### src/rtl/qrs_pkg.sv
package qrs_pkg;

   localparam int CoefW  = 16;
   localparam int DiscW  = 34;
   localparam int RootW  = 32;
   localparam int SqrtW  = 25;   // sqrt of up to 2^49 fits 25 bits
   localparam int RadW   = 50;   // delta << 16, delta >= 0 below 2^33.4
   localparam int NumW   = 35;   // (nb +/- s) * 256 magnitude below 2^34
   localparam int QuoW   = 35;   // quotient magnitude, denominator >= 2
   localparam int DenW   = 17;   // |2a| up to 65536

   localparam logic [1:0] OUT_NONE     = 2'd0;
   localparam logic [1:0] OUT_EQUAL    = 2'd1;
   localparam logic [1:0] OUT_DISTINCT = 2'd2;
   localparam logic [1:0] OUT_ZERO_A   = 2'd3;

   typedef struct packed {
      logic signed [CoefW-1:0] coef_a;
      logic signed [CoefW-1:0] coef_b;
      logic signed [CoefW-1:0] coef_c;
   } req_type;

   typedef struct packed {
      logic signed [DiscW-1:0] discriminant;
      logic signed [RootW-1:0] root_plus;
      logic signed [RootW-1:0] root_minus;
      logic        [1:0]       outcome;
      logic                    saturated;
   } rsp_type;

   // item context that rides along the sqrt and divide pipelines
   typedef struct packed {
      logic signed [DiscW-1:0] disc;
      logic signed [CoefW-1:0] coef_a;
      logic signed [CoefW-1:0] coef_b;
      logic        [1:0]       outcome;
   } ctx_type;

endpackage

### src/rtl/qrs_disc.sv
// discriminant b*b - 4ac, two stages: products then difference
module qrs_disc (
   input  logic             clock,
   input  logic             reset,
   input  logic             in_valid,
   input  qrs_pkg::req_type in_req,
   output logic             out_valid,
   output qrs_pkg::ctx_type out_ctx
);
   import qrs_pkg::*;

   logic                    v1_ff, v2_ff;
   logic signed [31:0]      bb_ff, ac_ff;
   logic signed [CoefW-1:0] a1_ff, b1_ff;
   ctx_type                 ctx_ff;
   ctx_type                 ctx_in;
   logic signed [DiscW-1:0] d;

   always_ff @(posedge clock) begin
      if (reset) begin
         v1_ff <= 1'b0;
         v2_ff <= 1'b0;
      end else begin
         v1_ff <= in_valid;
         v2_ff <= v1_ff;
      end
      bb_ff  <= in_req.coef_b * in_req.coef_b;
      ac_ff  <= in_req.coef_a * in_req.coef_c;
      a1_ff  <= in_req.coef_a;
      b1_ff  <= in_req.coef_b;
      ctx_ff <= ctx_in;
   end

   always_comb begin
      d = DiscW'(bb_ff) - (DiscW'(ac_ff) <<< 2);
      ctx_in.disc   = d;
      ctx_in.coef_a = a1_ff;
      ctx_in.coef_b = b1_ff;
      if (a1_ff == '0)
         ctx_in.outcome = OUT_ZERO_A;
      else if (d < 0)
         ctx_in.outcome = OUT_NONE;
      else if (d == '0)
         ctx_in.outcome = OUT_EQUAL;
      else
         ctx_in.outcome = OUT_DISTINCT;
   end

   assign out_valid = v2_ff;
   assign out_ctx   = ctx_ff;
endmodule

### config.mk
export PLATFORM = sky130hd
export DESIGN_NAME = qrs_disc
export DESIGN_NICKNAME = d
export VERILOG_FILES = /design/src/rtl/qrs_pkg.sv /design/src/rtl/qrs_disc.sv
export SDC_FILE = /design/constraint.sdc
export NUM_CORES = 2
export LEC_CHECK = 0
export CORE_MARGIN = 2
export CORE_UTILIZATION = 55
export CTS_CLUSTER_DIAMETER = 60
export CTS_CLUSTER_SIZE = 16
export DETAILED_ROUTE_END_ITERATION = 10
export DONT_BUFFER_PORTS = 1
export PLACE_DENSITY = 0.82
export SLEW_MARGIN = 10
export SYNTH_ARGS = -nofsm -noshare
export SYNTH_HDL_FRONTEND = slang
export SYNTH_SLANG_ARGS = --single-unit
### constraint.sdc
create_clock -name clock -period 9.8 [get_ports clock]
set_clock_uncertainty 0.15 [all_clocks]
set_input_delay 2.45 -clock clock [delete_from_list [all_inputs] [get_ports clock]]
set_output_delay 2.45 -clock clock [all_outputs]
set_load 0.01 [all_outputs]
==> summary.md <==
| Metric | Value |
|---|---|
| Hold Vio Cnt, Final | 0 |
| Post-synth EDFFs | 0 |
| Clock transition at path regs | 70 ps |
| CP Data Required Time | 10060 ps |
| Post-CTS Setup Bufs | 0 |
| Grt ovf | 0 |
| Setup violators final | 0 |
| Top Ports | 120 |
| DRC viols | 0 |
| Die width | 212 um |
| CP Launch Type | input port |
| Sequential area share after synthesis | 13.6% |
| Avg Vias per Cell | 5.33 |
| Top cell by count, worst path | fa_1 |
| Number of max-cap violations | 0 |
| Clock latency at the later pin of the worst-skew pair | 480 ps |
| Vias | 16408 |
| Post-synth cell types | 72 |
| CP Capture Type | flip-flop |
| Largest stage delay on the critical path | 570 ps |
| CP Cell Sequence | and2_1 -> fa_1 -> inv_1 -> fa_1 -> fa_1 -> inv_1 -> fa_1 -> fa_1 -> inv_1 -> fa_1 -> inv_1 -> ha_1 -> a21oi_1 -> nand2_1 -> a221oi_1 -> o21ai_0 -> a41oi_1 -> o22ai_1 -> o41ai_1 -> o2111ai_1 -> a21oi_1 -> xnor2_1 |
| Ys flop type | dfxtp_1 |
| First-pass GRT wire length | 88200 um |
| Initial antenna violation count | 0 |
| CTS max path bufs | 2 |
| CTS tree | done |
| Layout cells sized above 1 | 2.37% |
| Routability cong. | 0.893 |
| # clock sinks | 162 |
| Root Buffer | clkbuf_16 |
| First-pass detailed-route iteration total | 6 |
| Die Ht | 212 um |
| Detailed Place HPWL | 42800 um |
| Max frequency | 0.119 GHz |
| Status | complete, no violations |
| Async SR Flop Fraction | 0% |
| Routed Antenna Nets | 0 |
| Mapped Area | 23900 um^2 |
| Post-cts hold buffer count | 0 |
| Crit share post-route | 85.4% |
| Post-Synthesis Cells | 2524 |
| Hold WS | 176 ps |
| Initial Utilization | 55.6% |
| Port Buffers | 0 |
| Pin count of the biggest net entering global routing | 23 |
| WS Path Type | in2reg |
| Share of the synthesized area in the top cell type | 41.7% |
| Worst-margin pin slew | 956 ps |
| Initial DRC count | 1044 |
| Crit path time final | 8370 ps |
| Syn nets | 3270 |
| Wirelength per Cell | 16.8 um |
| Vias in the first global route | 18080 |
| Nets | 3226 |
| Num rows | 76 |
| Top cells by count, synth | inv_1 (663), fa_1 (497), nand2_1 (223) |
| Layout Area Growth over Synthesis | 4.30% |
| Mean post-synth cell area | 9.46 um^2 |
| Routed WL | 51900 um |
| Hold Crit Class | reg2reg |
| Setup tns final | 0 ps |
| Die area | 45100 um^2 |
| Overall Global Routing Usage | 25.2% |
| Post-cts sizing count | 0 |
| Synth area leaders | fa_1 (42%), dfxtp_1 (14%), inv_1 (10%), ha_1 (10%), and2_1 (4.3%) |
| Unrepaired setup endpoints after global routing | no |
| Worst slew margin | 35.7% |
| Yosys warnings | 0 |
| CP max FO | 16 |
| Most frequent cell after synthesis | inv_1 |
| Core area | 43000 um^2 |
| CTS Buf Count | 17 |
| Yosys reg bits | 162 |
| Final Max Tran Viols | 0 |
| Critical path's slowest cell | o41ai_1 |
| Most area-hungry cell type in the Yosys netlist | fa_1 |
| H-Tree Depth | 4 |
| Critical path arrival | 8630 ps |
## stage by stage
| step | util, % | area [um^2] | cells | worst slack [ps] |
|---|---|---|---|---|
| detailed placement | 56.7 | 24400 | 3046 | 915 |
| global route | 57.9 | 24900 | 3078 | 1090 |
| floorplan | - | 23900 | 2524 | 1380 |
| finish | 58.0 | 24900 | 3080 | 1430 |
| CTS | 57.9 | 24900 | 3078 | 1450 |
| global placement | 56.7 | 24400 | 3046 | 1090 |
## cells in the final DEF, fill, tap and decap left out, types with 4 or more instances in the layout
cell       instances
a211oi_1           9
a21o_1            28
a21oi_1           69
a221oi_1           4
a31o_2             6
a31oi_1            9
and2_1           165
and3_1             8
clkbuf_16         17
clkinv_2           5
dfxtp_1          162
fa_1             497
ha_1             198
inv_1            663
inv_6              4
nand2_1          223
nand2b_1          20
nand3_1           23
nand4_1           10
nor2_1            80
nor2b_1            9
nor3_1            15
nor4_1            11
o2111ai_1          4
o211ai_1           5
o21a_1            16
o21ai_0           34
o21bai_1          13
o31ai_1            7
or2_2              7
or3_1              8
or4_1              4
xnor2_1           79
xor2_1            22
## logic make-up (layout without fill, tap and decap cells)
family                     Yosys count  in the layout  synth area share, %
adders and majority gates          695            695                 52.0
muxes                                1              1               0.0419
buffers and inverters              728            697                 11.5
AOI/OAI and AO/OA                  237            237                 6.61
xor gates and xnor gates           101            101                 3.70
other                                1              3               0.0157
DFF                                162            162                 13.6
and+or+nand+nor                    599            599                 12.5
## critical path, delay by kind of cell
family,cells,cell delay [ps]
xor+xnor,1,140
simple gates,2,260
buf+inv,4,200
fa+ha+maj,7,3330
compound gates,8,2260
## routing by layer
metal	part of all wire [%]	vias up	wire, um	global-route usage, %
met5	0	-	0	0
met4	3.4	0	1750	10.4
met3	5.1	108	2650	3.75
met2	51	426	26400	43.3
met1	41	8396	21100	32.0
li1	-	7478	-	-
## flip-flops by register name, indices dropped and copies added (netlist names)
signal / flops
out_valid: 1
out_ctx: 66
ac_ff: 32
v1_ff: 1
b1_ff: 16
bb_ff: 30
a1_ff: 16
## layout make-up
type                       instances  area (um^2)
clock inverter                    15          109
fill                            3683        18100
antenna                            2         5.00
timing repair buffer               2         15.0
tap                              585          732
inverter                         663         2490
sequential                       162         3240
multi-input combinational       1634        17900
clock buffer                      17          425
## final timing paths
check,from,to,slack [ps],cells past startpoint
worst min-delay path,b1_ff[12]$_DFF_P_,out_ctx[14]$_DFF_P_,180,0
worst max register to register,bb_ff[2]$_DFF_P_,out_ctx[1]$_SDFF_PN1_,5310,13
worst min register to register,b1_ff[12]$_DFF_P_,out_ctx[14]$_DFF_P_,180,0
worst max-delay path,in_req[2],ac_ff[30]$_DFF_P_,1430,22
Power is not shown: default switching activity piles up to over one toggle a cycle in this logic, so the estimate is an artifact.
