<file path="src/rtl/qrs_pkg.sv">
package qrs_pkg;

   localparam int CoefW  = 16;
   localparam int DiscW  = 34;
   localparam int RootW  = 32;
   localparam int SqrtW  = 25;   // sqrt of up to 2^49 fits 25 bits
   localparam int RadW   = 50;   // delta << 16, delta >= 0 below 2^33.4
   localparam int NumW   = 35;   // (nb +/- s) * 256 magnitude below 2^34
   localparam int QuoW   = 35;   // quotient magnitude, denominator >= 2
   localparam int DenW   = 17;   // |2a| up to 65536

   localparam logic [1:0] OUT_NONE     = 2'd0;
   localparam logic [1:0] OUT_EQUAL    = 2'd1;
   localparam logic [1:0] OUT_DISTINCT = 2'd2;
   localparam logic [1:0] OUT_ZERO_A   = 2'd3;

   typedef struct packed {
      logic signed [CoefW-1:0] coef_a;
      logic signed [CoefW-1:0] coef_b;
      logic signed [CoefW-1:0] coef_c;
   } req_type;

   typedef struct packed {
      logic signed [DiscW-1:0] discriminant;
      logic signed [RootW-1:0] root_plus;
      logic signed [RootW-1:0] root_minus;
      logic        [1:0]       outcome;
      logic                    saturated;
   } rsp_type;

   // item context that rides along the sqrt and divide pipelines
   typedef struct packed {
      logic signed [DiscW-1:0] disc;
      logic signed [CoefW-1:0] coef_a;
      logic signed [CoefW-1:0] coef_b;
      logic        [1:0]       outcome;
   } ctx_type;

endpackage

</file>
<file path="src/rtl/qrs_sqrt.sv">
// pipelined restoring square root, one result bit per stage
module qrs_sqrt (
   input  logic             clock,
   input  logic             reset,
   input  logic             in_valid,
   input  qrs_pkg::ctx_type in_ctx,
   output logic             out_valid,
   output qrs_pkg::ctx_type out_ctx,
   output logic [qrs_pkg::SqrtW-1:0] out_root
);
   import qrs_pkg::*;

   localparam int RemW = SqrtW + 2;

   logic [SqrtW:0]     v_ff;
   ctx_type            ctx_ff  [SqrtW+1];
   logic [RadW-1:0]    rad_ff  [SqrtW+1];
   logic [RemW-1:0]    rem_ff  [SqrtW+1];
   logic [SqrtW-1:0]   root_ff [SqrtW+1];

   // stage 0 loads radicand (zero for negative discriminant)
   always_ff @(posedge clock) begin
      if (reset) v_ff[0] <= 1'b0;
      else       v_ff[0] <= in_valid;
      ctx_ff[0]  <= in_ctx;
      rad_ff[0]  <= (in_ctx.disc < 0) ? '0 : {in_ctx.disc[RadW-17:0], 16'h0};
      rem_ff[0]  <= '0;
      root_ff[0] <= '0;
   end

   for (genvar i = 0; i < SqrtW; i++) begin : g_stage
      logic [RemW-1:0] trial;
      logic [RemW-1:0] cur;
      always_comb begin
         cur   = {rem_ff[i][RemW-3:0], rad_ff[i][RadW-1 -: 2]};
         trial = {root_ff[i], 2'b01};
      end
      always_ff @(posedge clock) begin
         if (reset) v_ff[i+1] <= 1'b0;
         else       v_ff[i+1] <= v_ff[i];
         ctx_ff[i+1] <= ctx_ff[i];
         rad_ff[i+1] <= rad_ff[i] << 2;
         if (cur >= trial) begin
            rem_ff[i+1]  <= cur - trial;
            root_ff[i+1] <= {root_ff[i][SqrtW-2:0], 1'b1};
         end else begin
            rem_ff[i+1]  <= cur;
            root_ff[i+1] <= {root_ff[i][SqrtW-2:0], 1'b0};
         end
      end
   end

   assign out_valid = v_ff[SqrtW];
   assign out_ctx   = ctx_ff[SqrtW];
   assign out_root  = root_ff[SqrtW];
endmodule

</file>
<file path="config.mk">
export PLATFORM = sky130hd
export DESIGN_NAME = qrs_sqrt
export DESIGN_NICKNAME = d
export VERILOG_FILES = /design/src/rtl/qrs_pkg.sv /design/src/rtl/qrs_sqrt.sv
export SDC_FILE = /design/constraint.sdc
export NUM_CORES = 2
export LEC_CHECK = 0
export BUFFER_PORTS_ARGS = -buffer_cell sky130_fd_sc_hd__buf_2
export CORE_MARGIN = 2
export CORE_UTILIZATION = 55
export DETAILED_ROUTE_END_ITERATION = 12
export PLACE_DENSITY = 0.78
export SYNTH_ARGS = -nofsm -noshare
export SYNTH_HDL_FRONTEND = slang
export SYNTH_MEMORY_MAX_BITS = 65536
export SYNTH_SLANG_ARGS = --single-unit
</file>
<file path="constraint.sdc">
create_clock -name clock -period 3.2 [get_ports clock]
set_clock_uncertainty 0.05 [all_clocks]
set_input_delay 0.8 -clock clock [delete_from_list [all_inputs] [get_ports clock]]
set_output_delay 0.8 -clock clock [all_outputs]
set_load 0.02 [all_outputs]
</file>
==> metrics.cfg <==
[synthesis]
synth_top_family_by_area = simple AND/OR/NAND/NOR gates
yosysTopAreaCellShare = 0.710
ys.flop_type = dfxtp_1
muxShareOfSynthArea = 0.0139
avgSynthCellArea_um2 = 12.5
synthCells = 6714
synth_seq_cells = 2979
synth_edf_count = 0
synth-adder-area-share = 0.0516
syn-num-nets = 7127
yosysUniqueCellTypes = 85
syn_area_mm2 = 0.0840
yosys.area_share.simple = 0.0770
ys_warn_count = 0
netlist_top_cells_area = dfxtp_1, ha_1, xnor2_1, inv_1, xor2_1
synth-compound-area-share = 0.0740
synth_area_leader_cell = dfxtp_1
synth_seq_area_share = 0.710
synthArstFlopShare = 0
synth-xor-area-share = 0.0433

[setup_path]
slowest_stage = o31ai_2
crit_chain = inv_1 > ha_1 > nor2b_1 > o21ai_0 > a21boi_0 > o31ai_2 > a21oi_1 > a31oi_1 > o2111ai_1 > xnor2_1
worst_ep_arrival_time_ns = 3.84
critPathKind = flip-flop to flip-flop
cp-start-kind = flip-flop
end_kind = flip-flop
path_max_fanout = 4
required_ns = 3.86
r2r_cells = 10
rrSetupSlack_ns = 0.02
reg2reg_from = root_ff[0][325]
max_stage_delay_ns = 0.48
r2r_end = rem_ff[14][22]

[layout]
area_growth_pct = 16.2
post-route-util = 0.643
layout_commonest_cell = dfxtp_1
fin_nets = 7580
stdcell_count = 9394
final_cell_mix = dfxtp_1, inv_1, ha_1, nand2_1, clkbuf_16
drive_above_1_share = 0.117

[clock_network]
cts_sinks = 2979
cts-root-buf = clkbuf_16
clock_latency_ns = 0.91
cts-buffers-inserted = 292
clock_path_buffers = 4
cts.htree.levels = 5
path_clk_slew_ns = 0.07
cts_tree = done

[die]
rows = 143
ios = 165
die_y_um = 395
coreArea_mm2 = 0.152
start_util = 0.554
die_w_um = 395
die-area_mm2 = 0.156

[timing]
layout_worst_path_cycle_share = 0.994
min_period_ns = 3.18
fmax_mhz = 314
setup_viol = 0
worst_pin_slew_ns = 0.951
rsz0062_at_grt = true
slew_headroom = 0.366
slew_violations = 0
finalHoldViolCount = 0

[drt]
wl_um = 153000
wl_per_cell_um = 16.3
drt-pass1-iter-count = 8
drc = 0
vias = 46700
avgViaCountPerCell = 4.97
drt_iter0_drc = 2416
drtAntennaViolNets = 0

[worst_hold_path]
worstHoldStart = in_valid
hp-class = input pin to flip-flop
holdPathEnd = v_ff[0]
min_path_cells = 2

[pwr]
power_density_mw_per_mm2 = 890
leakagePower_uw = 0.0441
peakVddDrop_uv = 636
power.total_uw = 86900

[status]
status = finished clean

[place]
hpwlAfterDp_um = 94900
gpl.final_weighted_congestion = 0.962
dpl.cell_count = 8833
port_buffers = 164

[run]
drv_cap = 0

[grt]
grt_use_total = 0.194
grt_pass1_wl_um = 245000
grt_antenna_before_repair = 1
overflow = 0
grt_max_degree = 35
grt_pass1_vias = 48400

Yosys cell counts, types with 44 or more instances:
master and number:
a21o_1 129, mux2_2 93, o21ai_0 207, ha_1 335
or3_1 49, nand2_1 318, xor2_1 182, inv_1 450
buf_4 68, a21oi_1 276, o21a_1 61, nand2b_1 53
xnor2_1 233, nor4_1 59, nand3_1 80, nor3_1 132
nand4_1 44, dfxtp_1 2979, o31ai_1 44, nor2b_1 101
nor2_1 300, clkbuf_1 81
flip-flops by register name (all words and copies together) (netlist names):
register   cells
ctx_ff      1768
out_valid      1
rad_ff       305
rem_ff       555
root_ff      325
v_ff          25
how the worst max path moves through the flow:
stage / start / slack [ns] / endpoint / depth (start not counted)
floorplan: rem_ff[9][12] / 0.08 / rem_ff[10][14] / 9
global placement: rem_ff[9][12] / -0.02 / rem_ff[10][8] / 9
detailed placement: root_ff[1][75] / -0.06 / rem_ff[20][22] / 12
CTS: rem_ff[9][12] / 0.006 / rem_ff[10][6] / 9
global route: root_ff[0][325] / -0.1 / rem_ff[14][22] / 10
finish: root_ff[0][325] / 0.02 / rem_ff[14][22] / 10
final cells by class:
type / count / area, um2
flip-flops and latches: 2979 / 59600
fillers: 10900 / 54100
multi-input cells: 3127 / 22000
clock buffers: 402 / 8430
well taps: 2030 / 2540
repair buffers: 313 / 2190
inverters: 454 / 1710
clock inverters: 88 / 1110
diodes: 1 / 2.50
logic make-up (layout without fill, tap and decap cells):
kind of cell,after synthesis,in the layout
flip-flops,2979,2979
AND/OR/NAND/NOR,1293,1293
AO/OA/AOI/OAI,971,971
buffers and inverters,608,1257
XOR/XNOR,415,415
adder cells (fa/ha/maj),342,342
multiplexers,105,105
other,1,2
power breakdown:
part	internal [uW]	switching, uW
Combinational	4490	5090
Clock	20200	13500
Sequential	41100	2440
Total	65800	21100
metrics by stage:
stage,hold slack (ns),setup TNS (ns),setup WS [ns],instance area [um2]
5_1_grt,0.0690,-0.228,-0.0953,97600
2_1_floorplan,0.260,0,0.0771,84000
6_report,0.0925,0,0.0183,97600
3_3_place_gp,0.259,-0.0324,-0.0168,87200
3_5_place_dp,0.262,-0.227,-0.0647,87200
4_1_cts,0.0260,0,0.00609,97400
metal layers:
layer | global-route usage | share of wire
met5 | 0 | 0
met4 | 0.0864 | 0.039
met3 | 0.0357 | 0.041
met2 | 0.367 | 0.53
met1 | 0.210 | 0.39
timing repair:
item / CTS / global route
hold buffers: 67 / 0
pin swaps: 0 / 4
resized for setup: 9 / 37
setup buffers: 0 / 3
endpoints found under the hold margin: 71 / 0
cloned: 0 / 0
setup endpoints to repair: 20 / 153
critical path, delay by kind of cell (launching register included):
kind / cells / cell delay [ns]
AO/OA/AOI/OAI: 6 / 1.81
XOR/XNOR: 1 / 0.16
adder cells (fa/ha/maj): 1 / 0.38
buffers and inverters: 1 / 0.08
flip-flops: 1 / 0.36
AND/OR/NAND/NOR: 1 / 0.17
No activity file was read; power rests on OpenSTA's default activity.
